## config.mk

```make
export PLATFORM = sky130hd
export DESIGN_NAME = command_frame_decoder
export DESIGN_NICKNAME = d
export VERILOG_FILES = /design/src/design/cfd_pkg.sv /design/src/design/cfd_frame_track.sv /design/src/design/cfd_axis_scale.sv /design/src/design/command_frame_decoder.sv
export SDC_FILE = /design/constraint.sdc
export NUM_CORES = 2
export LEC_CHECK = 0
export BUFFER_PORTS_ARGS = -buffer_cell sky130_fd_sc_hd__buf_2
export CORE_UTILIZATION = 45
export DETAILED_ROUTE_END_ITERATION = 7
export HOLD_SLACK_MARGIN = 0.12
export PLACE_DENSITY = 0.71
export RECOVER_POWER = 50
export SLEW_MARGIN = 20
export SYNTH_ARGS = -nofsm -noshare
export SYNTH_HDL_FRONTEND = slang
export SYNTH_SLANG_ARGS = --single-unit
export TNS_END_PERCENT = 5
```

## constraint.sdc

```tcl
create_clock -name i_clk -period 14.1 [get_ports i_clk]
set_input_delay 1.41 -clock i_clk [delete_from_list [all_inputs] [get_ports i_clk]]
set_output_delay 1.41 -clock i_clk [all_outputs]
set_load 0.01 [all_outputs]
```

## src/design/cfd_pkg.sv

```systemverilog
`timescale 1ns / 1ps

package cfd_pkg;

    // byte position counter and the captured header/payload prefix
    localparam int IDX_W         = 5;
    localparam int CAPTURE_COUNT = 11;

    typedef enum logic [1:0] {
        ST_CKSUM_ERR = 2'd0,
        ST_REMOTE    = 2'd1,
        ST_PARAM     = 2'd2,
        ST_OTHER     = 2'd3
    } t_frame_status;

    typedef enum logic [1:0] {
        CFG_HEADER  = 2'd0,
        CFG_CTRL_FN = 2'd1,
        CFG_CMD_FN  = 2'd2,
        CFG_PAY_LEN = 2'd3
    } t_cfg_index;

    localparam logic [7:0] CFG_HEADER_RST  = 8'd138;
    localparam logic [7:0] CFG_CTRL_FN_RST = 8'd138;
    localparam logic [7:0] CFG_CMD_FN_RST  = 8'd139;
    localparam logic [7:0] CFG_PAY_LEN_RST = 8'd28;

    typedef struct packed {
        logic [7:0] header;
        logic [7:0] ctrl_fn;
        logic [7:0] cmd_fn;
        logic [7:0] pay_len;
    } t_cfg;

    // throttle offset
    localparam logic [15:0] THROTTLE_BIAS = 16'd1000;

    // axis scaling: (18*s - 27000) / 100, truncated toward zero
    localparam int                 AXIS_EXT_W  = 22;
    localparam int                 AXIS_MAG_W  = 20;
    localparam int                 AXIS_OUT_W  = 14;
    localparam logic signed [21:0] AXIS_OFFSET = 22'sd27000;
    // numerator is negative exactly when s is below this
    localparam logic signed [15:0] AXIS_ZERO_RAW = 16'sd1500;
    // ceil(2^27 / 100); exact floor division for magnitudes below 1.86M
    localparam int                 RECIP_W     = 21;
    localparam int                 RECIP_SHIFT = 27;
    localparam logic [20:0]        RECIP_MUL   = 21'd1342178;

    typedef struct packed {
        t_frame_status      status;
        logic [7:0]         command_code;
        logic [15:0]        throttle;
        logic signed [15:0] yaw_raw;
        logic signed [15:0] roll_raw;
        logic signed [15:0] pitch_raw;
    } t_frame_result;

endpackage

```

## src/design/cfd_frame_track.sv

```systemverilog
`timescale 1ns / 1ps

module cfd_frame_track #(
    parameter int FRAME_BYTES = 32
) (
    input  logic                  i_clk,
    input  logic                  i_rst_n,
    input  logic                  i_accept,
    input  logic [7:0]            i_rx_byte,
    input  logic                  i_frame_start,
    input  cfd_pkg::t_cfg         i_cfg,
    output logic                  o_last,
    output cfd_pkg::t_frame_result o_result
);

    localparam logic [cfd_pkg::IDX_W-1:0] LAST_IDX = cfd_pkg::IDX_W'(FRAME_BYTES - 1);

    logic [cfd_pkg::IDX_W-1:0] r_idx, n_idx, w_idx;
    logic [7:0]                r_sum, n_sum, w_sum;
    logic [7:0]                r_cap [cfd_pkg::CAPTURE_COUNT];
    logic                      w_hdr_ok;

    // a start flag restarts position and sum on this very word
    always_comb begin
        w_idx  = i_frame_start ? '0 : r_idx;
        w_sum  = i_frame_start ? '0 : r_sum;
        o_last = (w_idx == LAST_IDX);
        n_idx  = o_last ? '0 : w_idx + cfd_pkg::IDX_W'(1);
        n_sum  = o_last ? '0 : w_sum + i_rx_byte;
    end

    always_ff @(posedge i_clk) begin
        if (!i_rst_n) begin
            r_idx <= '0;
            r_sum <= '0;
        end else if (i_accept) begin
            r_idx <= n_idx;
            r_sum <= n_sum;
        end
    end

    always_ff @(posedge i_clk) begin
        for (int k = 0; k < cfd_pkg::CAPTURE_COUNT; k++) begin
            if (i_accept && w_idx == cfd_pkg::IDX_W'(k)) begin
                r_cap[k] <= i_rx_byte;
            end
        end
    end

    // on the last word all captured bytes belong to the current frame
    always_comb begin
        w_hdr_ok = (r_cap[0] == i_cfg.header) && (r_cap[2] == i_cfg.pay_len);
        o_result = '0;
        if (w_sum != i_rx_byte) begin
            o_result.status = cfd_pkg::ST_CKSUM_ERR;
        end else if (w_hdr_ok && r_cap[1] == i_cfg.ctrl_fn) begin
            o_result.status    = cfd_pkg::ST_REMOTE;
            o_result.throttle  = {r_cap[3], r_cap[4]} - cfd_pkg::THROTTLE_BIAS;
            o_result.yaw_raw   = $signed({r_cap[5], r_cap[6]});
            o_result.roll_raw  = $signed({r_cap[7], r_cap[8]});
            o_result.pitch_raw = $signed({r_cap[9], r_cap[10]});
        end else if (w_hdr_ok && r_cap[1] == i_cfg.cmd_fn) begin
            o_result.status       = cfd_pkg::ST_PARAM;
            o_result.command_code = r_cap[3];
        end else begin
            o_result.status = cfd_pkg::ST_OTHER;
        end
    end

endmodule

```

## src/design/cfd_axis_scale.sv

```systemverilog
`timescale 1ns / 1ps

module cfd_axis_scale (
    input  logic                                   i_clk,
    input  logic                                   i_load_mag,
    input  logic                                   i_load_out,
    input  logic                                   i_zero,
    input  logic signed [15:0]                     i_raw,
    output logic signed [cfd_pkg::AXIS_OUT_W-1:0]  o_scaled
);

    localparam int PROD_W = cfd_pkg::AXIS_MAG_W + cfd_pkg::RECIP_W;

    logic signed [cfd_pkg::AXIS_EXT_W-1:0] w_ext, w_x18, w_pos, w_negv;
    logic                                  w_neg;
    logic [cfd_pkg::AXIS_MAG_W-1:0]        n_mag, r_mag;
    logic                                  r_neg, r_zero;
    logic [PROD_W-1:0]                     w_prod;
    logic [cfd_pkg::AXIS_OUT_W-1:0]        w_q;
    logic signed [cfd_pkg::AXIS_OUT_W-1:0] n_out, r_out;

    // stage A: magnitude of 18*s - 27000, both signs computed side by side
    always_comb begin
        w_ext  = cfd_pkg::AXIS_EXT_W'(i_raw);
        w_x18  = (w_ext <<< 4) + (w_ext <<< 1);
        w_pos  = w_x18 - cfd_pkg::AXIS_OFFSET;
        w_negv = cfd_pkg::AXIS_OFFSET - w_x18;
        w_neg  = (i_raw < cfd_pkg::AXIS_ZERO_RAW);
        n_mag  = w_neg ? w_negv[cfd_pkg::AXIS_MAG_W-1:0] : w_pos[cfd_pkg::AXIS_MAG_W-1:0];
    end

    always_ff @(posedge i_clk) begin
        if (i_load_mag) begin
            r_mag  <= n_mag;
            r_neg  <= w_neg;
            r_zero <= i_zero;
        end
    end

    // stage B: divide by 100 through a reciprocal multiply, then restore sign
    always_comb begin
        w_prod = PROD_W'(r_mag) * PROD_W'(cfd_pkg::RECIP_MUL);
        w_q    = w_prod[cfd_pkg::RECIP_SHIFT +: cfd_pkg::AXIS_OUT_W];
        if (r_zero) begin
            n_out = '0;
        end else if (r_neg) begin
            n_out = -$signed(w_q);
        end else begin
            n_out = $signed(w_q);
        end
    end

    always_ff @(posedge i_clk) begin
        if (i_load_out) begin
            r_out <= n_out;
        end
    end

    assign o_scaled = r_out;

endmodule

```

## src/design/command_frame_decoder.sv

```systemverilog
`timescale 1ns / 1ps
// Throughput: one word per cycle, sustained; ready drops only under output stall.
// The three-stage result pipeline (classify, axis magnitude, reciprocal multiply)
// holds up to three results, the output register included, before the input stalls.
// Reset (synchronous, active low) clears byte position, running sum, pipeline
// valids and restores the configuration registers to their defaults.

module command_frame_decoder #(
    parameter int FRAME_BYTES = 32
) (
    input  logic               i_clk,
    input  logic               i_rst_n,
    // input word channel
    input  logic               i_in_valid,
    output logic               o_in_ready,
    input  logic [7:0]         i_rx_byte,
    input  logic               i_frame_start,
    // result channel
    output logic               o_out_valid,
    input  logic               i_out_ready,
    output logic [1:0]         o_frame_status,
    output logic [7:0]         o_command_code,
    output logic signed [15:0] o_throttle_out,
    output logic signed [13:0] o_yaw_out,
    output logic signed [13:0] o_roll_out,
    output logic signed [13:0] o_pitch_out,
    // configuration write port
    input  logic               i_cfg_we,
    input  logic [1:0]         i_cfg_index,
    input  logic [7:0]         i_cfg_data
);

    cfd_pkg::t_cfg          r_cfg;
    cfd_pkg::t_frame_result w_result, r_s1;
    logic                   w_last, w_accept;

    // pipeline valids and per-stage advance
    logic r_s1_valid, r_s2_valid, r_out_valid;
    logic w_out_adv, w_s2_adv, w_s1_adv;

    // side fields that ride along with the axis pipeline
    cfd_pkg::t_frame_status r_s2_status, r_out_status;
    logic [7:0]             r_s2_cmd, r_out_cmd;
    logic [15:0]            r_s2_thr, r_out_thr;

    // ---------------------------------------------------------------
    // Configuration registers
    // ---------------------------------------------------------------
    always_ff @(posedge i_clk) begin
        if (!i_rst_n) begin
            r_cfg.header  <= cfd_pkg::CFG_HEADER_RST;
            r_cfg.ctrl_fn <= cfd_pkg::CFG_CTRL_FN_RST;
            r_cfg.cmd_fn  <= cfd_pkg::CFG_CMD_FN_RST;
            r_cfg.pay_len <= cfd_pkg::CFG_PAY_LEN_RST;
        end else if (i_cfg_we) begin
            case (cfd_pkg::t_cfg_index'(i_cfg_index))
                cfd_pkg::CFG_HEADER:  r_cfg.header  <= i_cfg_data;
                cfd_pkg::CFG_CTRL_FN: r_cfg.ctrl_fn <= i_cfg_data;
                cfd_pkg::CFG_CMD_FN:  r_cfg.cmd_fn  <= i_cfg_data;
                cfd_pkg::CFG_PAY_LEN: r_cfg.pay_len <= i_cfg_data;
                default: ;
            endcase
        end
    end

    // ---------------------------------------------------------------
    // Handshake: each stage moves when the one after it can take a word.
    // Non-final words only touch the tracker state, but share the stall
    // so the pipeline never drops a result.
    // ---------------------------------------------------------------
    assign w_out_adv  = !r_out_valid || i_out_ready;
    assign w_s2_adv   = !r_s2_valid || w_out_adv;
    assign w_s1_adv   = !r_s1_valid || w_s2_adv;
    assign o_in_ready = w_s1_adv;
    assign w_accept   = i_in_valid && o_in_ready;

    cfd_frame_track #(
        .FRAME_BYTES (FRAME_BYTES)
    ) u_track (
        .i_clk         (i_clk),
        .i_rst_n       (i_rst_n),
        .i_accept      (w_accept),
        .i_rx_byte     (i_rx_byte),
        .i_frame_start (i_frame_start),
        .i_cfg         (r_cfg),
        .o_last        (w_last),
        .o_result      (w_result)
    );

    always_ff @(posedge i_clk) begin
        if (!i_rst_n) begin
            r_s1_valid  <= 1'b0;
            r_s2_valid  <= 1'b0;
            r_out_valid <= 1'b0;
        end else begin
            if (w_s1_adv) begin
                r_s1_valid <= w_accept && w_last;
            end
            if (w_s2_adv) begin
                r_s2_valid <= r_s1_valid;
            end
            if (w_out_adv) begin
                r_out_valid <= r_s2_valid;
            end
        end
    end

    // stage 1: classified frame
    always_ff @(posedge i_clk) begin
        if (w_s1_adv && w_accept && w_last) begin
            r_s1 <= w_result;
        end
    end

    // stage 2 and output stage for the non-axis fields
    always_ff @(posedge i_clk) begin
        if (w_s2_adv && r_s1_valid) begin
            r_s2_status <= r_s1.status;
            r_s2_cmd    <= r_s1.command_code;
            r_s2_thr    <= r_s1.throttle;
        end
        if (w_out_adv && r_s2_valid) begin
            r_out_status <= r_s2_status;
            r_out_cmd    <= r_s2_cmd;
            r_out_thr    <= r_s2_thr;
        end
    end

    // axes are forced to zero unless the frame is remote control
    cfd_axis_scale u_yaw (
        .i_clk      (i_clk),
        .i_load_mag (w_s2_adv && r_s1_valid),
        .i_load_out (w_out_adv && r_s2_valid),
        .i_zero     (r_s1.status != cfd_pkg::ST_REMOTE),
        .i_raw      (r_s1.yaw_raw),
        .o_scaled   (o_yaw_out)
    );

    cfd_axis_scale u_roll (
        .i_clk      (i_clk),
        .i_load_mag (w_s2_adv && r_s1_valid),
        .i_load_out (w_out_adv && r_s2_valid),
        .i_zero     (r_s1.status != cfd_pkg::ST_REMOTE),
        .i_raw      (r_s1.roll_raw),
        .o_scaled   (o_roll_out)
    );

    cfd_axis_scale u_pitch (
        .i_clk      (i_clk),
        .i_load_mag (w_s2_adv && r_s1_valid),
        .i_load_out (w_out_adv && r_s2_valid),
        .i_zero     (r_s1.status != cfd_pkg::ST_REMOTE),
        .i_raw      (r_s1.pitch_raw),
        .o_scaled   (o_pitch_out)
    );

    assign o_out_valid    = r_out_valid;
    assign o_frame_status = r_out_status;
    assign o_command_code = r_out_cmd;
    assign o_throttle_out = $signed(r_out_thr);

    // ---------------------------------------------------------------
    // Assertions
    // ---------------------------------------------------------------
    a_nonremote_zero: assert property (@(posedge i_clk) disable iff (!i_rst_n)
        (o_out_valid && o_frame_status != cfd_pkg::ST_REMOTE) |->
        (o_throttle_out == 16'sd0 && o_yaw_out == 14'sd0 &&
         o_roll_out == 14'sd0 && o_pitch_out == 14'sd0))
        else $error("axis or throttle nonzero on non remote frame");

    a_cmd_only_param: assert property (@(posedge i_clk) disable iff (!i_rst_n)
        (o_out_valid && o_frame_status != cfd_pkg::ST_PARAM) |->
        (o_command_code == 8'd0))
        else $error("command code nonzero outside parameter frame");

    a_axis_range: assert property (@(posedge i_clk) disable iff (!i_rst_n)
        o_out_valid |->
        (o_yaw_out >= -14'sd6169 && o_yaw_out <= 14'sd5628 &&
         o_roll_out >= -14'sd6169 && o_roll_out <= 14'sd5628 &&
         o_pitch_out >= -14'sd6169 && o_pitch_out <= 14'sd5628))
        else $error("scaled axis out of range");

    a_s1_hold: assert property (@(posedge i_clk) disable iff (!i_rst_n)
        (r_s1_valid && !o_in_ready) |=> (r_s1_valid && $stable(r_s1)))
        else $error("stage 1 result lost under stall");

endmodule

```

==> out/metrics.cfg <==
[outcome]
status=complete, but fails checks
violations=capacitance limit, slew limit

[final_layout]
nets=4962
fin_area_um2=42600
area_delta_synth_final_pct=7.55
fin_cells=5005
drive_above_1_share_pct=3.04
fillCellCount=7909

[power_and_ir_drop]
internal_power_mw=1.74
sequentialPowerShare_pct=52.3
combPwrFrac_pct=2.1
swShare_pct=22.3
p_total_mw=2.25
netSwitchingPower_mw=0.502
ir_worst_vdd_mv=0.0973
clkPwrFrac_pct=45.6
power.density_nw_per_um2=52.7
p_leak_nw=20.9

[clock_network]
cts_setup_buffers=0
clkTransAtPathRegs_ns=0.07
htree_num_levels=2
cts_root_buf=clkbuf_16
hold_buffers=0
cts_made_buffers=41
clk_latency_ns=0.59
cts.sinks=365
cts_tree=yes
post_cts_resized=0
cts_max_path_buffers=3

[detailed_routing]
drt_iter0_markers=1363
wl_per_cell_um=17.1
drt_first_pass_iters=5
vias=26192
drt_wl_total_um=85800
via_per_inst=5.23
route.antenna.remaining_nets=0
drc=0

[floorplan]
core_area_um2=87000
die_w_um=299
start_util_pct=45.5
die_h_um=299
die-area_um2=89200
core.rowCount=108
ios=94

[worst_hold_path]
hp-class=reg2reg

[placement]
port_buffers=93
gp_congestion=0.953
dp_cells=4929
dp_hpwl_um=69800
dpl_cell_area_um2=41400

[sta]
post-route-period-util_pct=55.9
fin_tns_setup_ns=0
max_freq_mhz=127
finalHoldViolCount=0
grt_setup_unrepaired=no
finalCriticalPeriod_ns=7.88
maxSlewViolCount=198
setup_viol=0
fin_skew_ns=0.0250
max_slew.worst_pin.slew_ns=4.19
hold-worst-slack_ns=0.410
worst_slew_margin_rel_pct=-179

[worst_setup_path]
slowest_stage=edfxtp_1
crit_top_cell=fa_1
crit_buf_inv=4
worstPathArrival_ns=8.18
crit_chain=inv_1 > ha_1 > fa_1 > inv_1 > fa_1 > fa_1 > fa_1 > fa_1 > ha_1 > ha_1 > a21o_1 > a211o_1 > o22ai_1 > mux2_1 > a31o_2 > or3_1 > inv_1 > ha_1 > inv_1 > or4_1 > o41ai_1 > xor2_1 > nor2_1
start_kind=register
cp_max_fo=9
critPathKind=reg2reg
cp-end-kind=register
critPathMaxStageDelay_ns=0.59
crit_family=adder cells
cp.required_ns=14.41

[logic_synthesis]
syn_inst=3718
synth_cell_type_count=80
synth_top_flop_cell=edfxtp_1
syn_area_um2=39600
async_flop_share_pct=0
yosysSeqAreaShare_pct=26.5
synth-warning-count=0
synth_edf_count=317
syn-num-nets=4863
avgSynthCellArea_um2=10.7
ys_seq_elements=365

[grt]
grt_pass1_vias=27083
grt_use_total_pct=19.6
grt_max_degree=73
overflow=0
grt_pass1_wl_um=140000
antenna_found_initial=3

[flow_run]
cap_violations=4

-- power groups by stage --
stage / Combinational, mW / Sequential, mW / Clock, mW
CTS: 0.0475 / 1.17 / 1.05
global placement: 0.0459 / 1.20 / 0
global route: 0.0513 / 1.17 / 1.09
detailed placement: 0.0470 / 1.20 / 0
floorplan: 0.0278 / 1.20 / 0
finish: 0.0468 / 1.17 / 1.02
-- cell usage in the layout, fill, tap and decap left out, types with 21 or more instances in the layout --
master	n
nand2b_1	21
inv_1	723
a21o_1	33
nand3_1	49
o21a_1	24
fa_1	409
ha_1	712
dfxtp_1	48
a211oi_1	32
nor2b_1	38
mux2i_1	31
nor2_1	164
xnor2_1	113
nor3_1	64
clkbuf_16	42
clkbuf_1	90
edfxtp_1	317
nand2_1	146
xor2_1	101
nor4_1	22
o21ai_0	118
a21boi_0	21
a21oi_1	145
and2_1	75
-- layer usage --
metal,vias up,track usage (%),routed length (um)
met5,-,0,0
met4,0,5.96,2400
met3,125,3.25,4430
met2,520,32.0,39400
met1,12734,26.7,39600
li1,12813,-,-
-- synth_stat cells (all sizes together) (8+ instances only) --
master / number / area [um2]
ha: 712 / 8910
nor2: 164 / 616
o21ai: 120 / 601
or3: 17 / 111
xnor2: 113 / 990
o41ai: 8 / 70.1
a22oi: 9 / 67.6
nor2b: 38 / 238
xor2: 101 / 885
inv: 724 / 2720
o31ai: 14 / 105
a21o: 34 / 257
dfxtp: 48 / 961
or2: 14 / 87.6
a211oi: 33 / 253
a221oi: 10 / 93.8
o21a: 24 / 180
nand2: 146 / 548
o21bai: 19 / 154
o211ai: 18 / 140
mux2i: 31 / 310
nor3: 65 / 325
a21oi: 145 / 726
a31oi: 14 / 87.6
a211o: 10 / 87.6
a2111oi: 11 / 128
nand4: 18 / 113
a21boi: 21 / 158
clkbuf: 44 / 165
nand3: 49 / 245
nor4: 22 / 138
and2: 75 / 469
nand2b: 21 / 131
fa: 409 / 8190
and3: 18 / 113
edfxtp: 317 / 9520
-- worst paths after layout --
path,from,end,slack (ns),cells after the start
worst max-delay path,u_pitch.r_mag[18],u_pitch.o_scaled[12],6.22,23
worst min-delay path,r_s2_cmd[4],o_command_code[4],0.41,0
worst max register to register,u_pitch.r_mag[18],u_pitch.o_scaled[12],6.22,23
worst min register to register,r_s2_cmd[4],o_command_code[4],0.41,0
-- sequential cells by signal, indices dropped and copies added, names as in the netlist, 2 cells and up --
name,cells
o_command_code,8
o_frame_status,2
o_throttle_out,16
r_cfg,32
r_s1,74
r_s2_cmd,8
r_s2_status,2
r_s2_thr,16
u_pitch.o_scaled,14
u_pitch.r_mag,19
u_roll.o_scaled,14
u_roll.r_mag,19
u_track.r_cap,88
u_track.r_idx,5
u_track.r_sum,8
u_yaw.o_scaled,14
u_yaw.r_mag,19
-- per-stage QoR --
step	utilization, %	setup slack [ns]
floorplan	-	5.63
global placement	47.6	6.32
detailed placement	47.6	6.21
CTS	49.1	6.21
global route	48.9	5.78
finish	48.9	6.22
-- area by class of cell --
cell class,count,area (um2),area share (%)
inverter,726,2730,6.40
antenna,1,2.50,0.00588
timing repair buffer,103,423,0.993
clock buffer,48,1070,2.52
tap,1155,1450,3.39
multi-input combinational,2580,26200,61.6
sequential,365,10500,24.6
clock inverter,27,216,0.508
-- cell families (layout without fill, tap and decap cells) --
family                     Yosys count  after routing  share of synthesized area (%)
and+or+nand+nor                    675            675                           8.53
DFF                                365            365                           26.5
buffers and inverters              773            904                           7.33
muxes                               34             34                          0.869
xor gates and xnor gates           214            214                           4.73
adders and majority gates         1121           1121                           43.2
other                                0              1                              0
AOI/OAI and AO/OA                  536            536                           8.89
No activity file was read; power rests on OpenSTA's default activity.
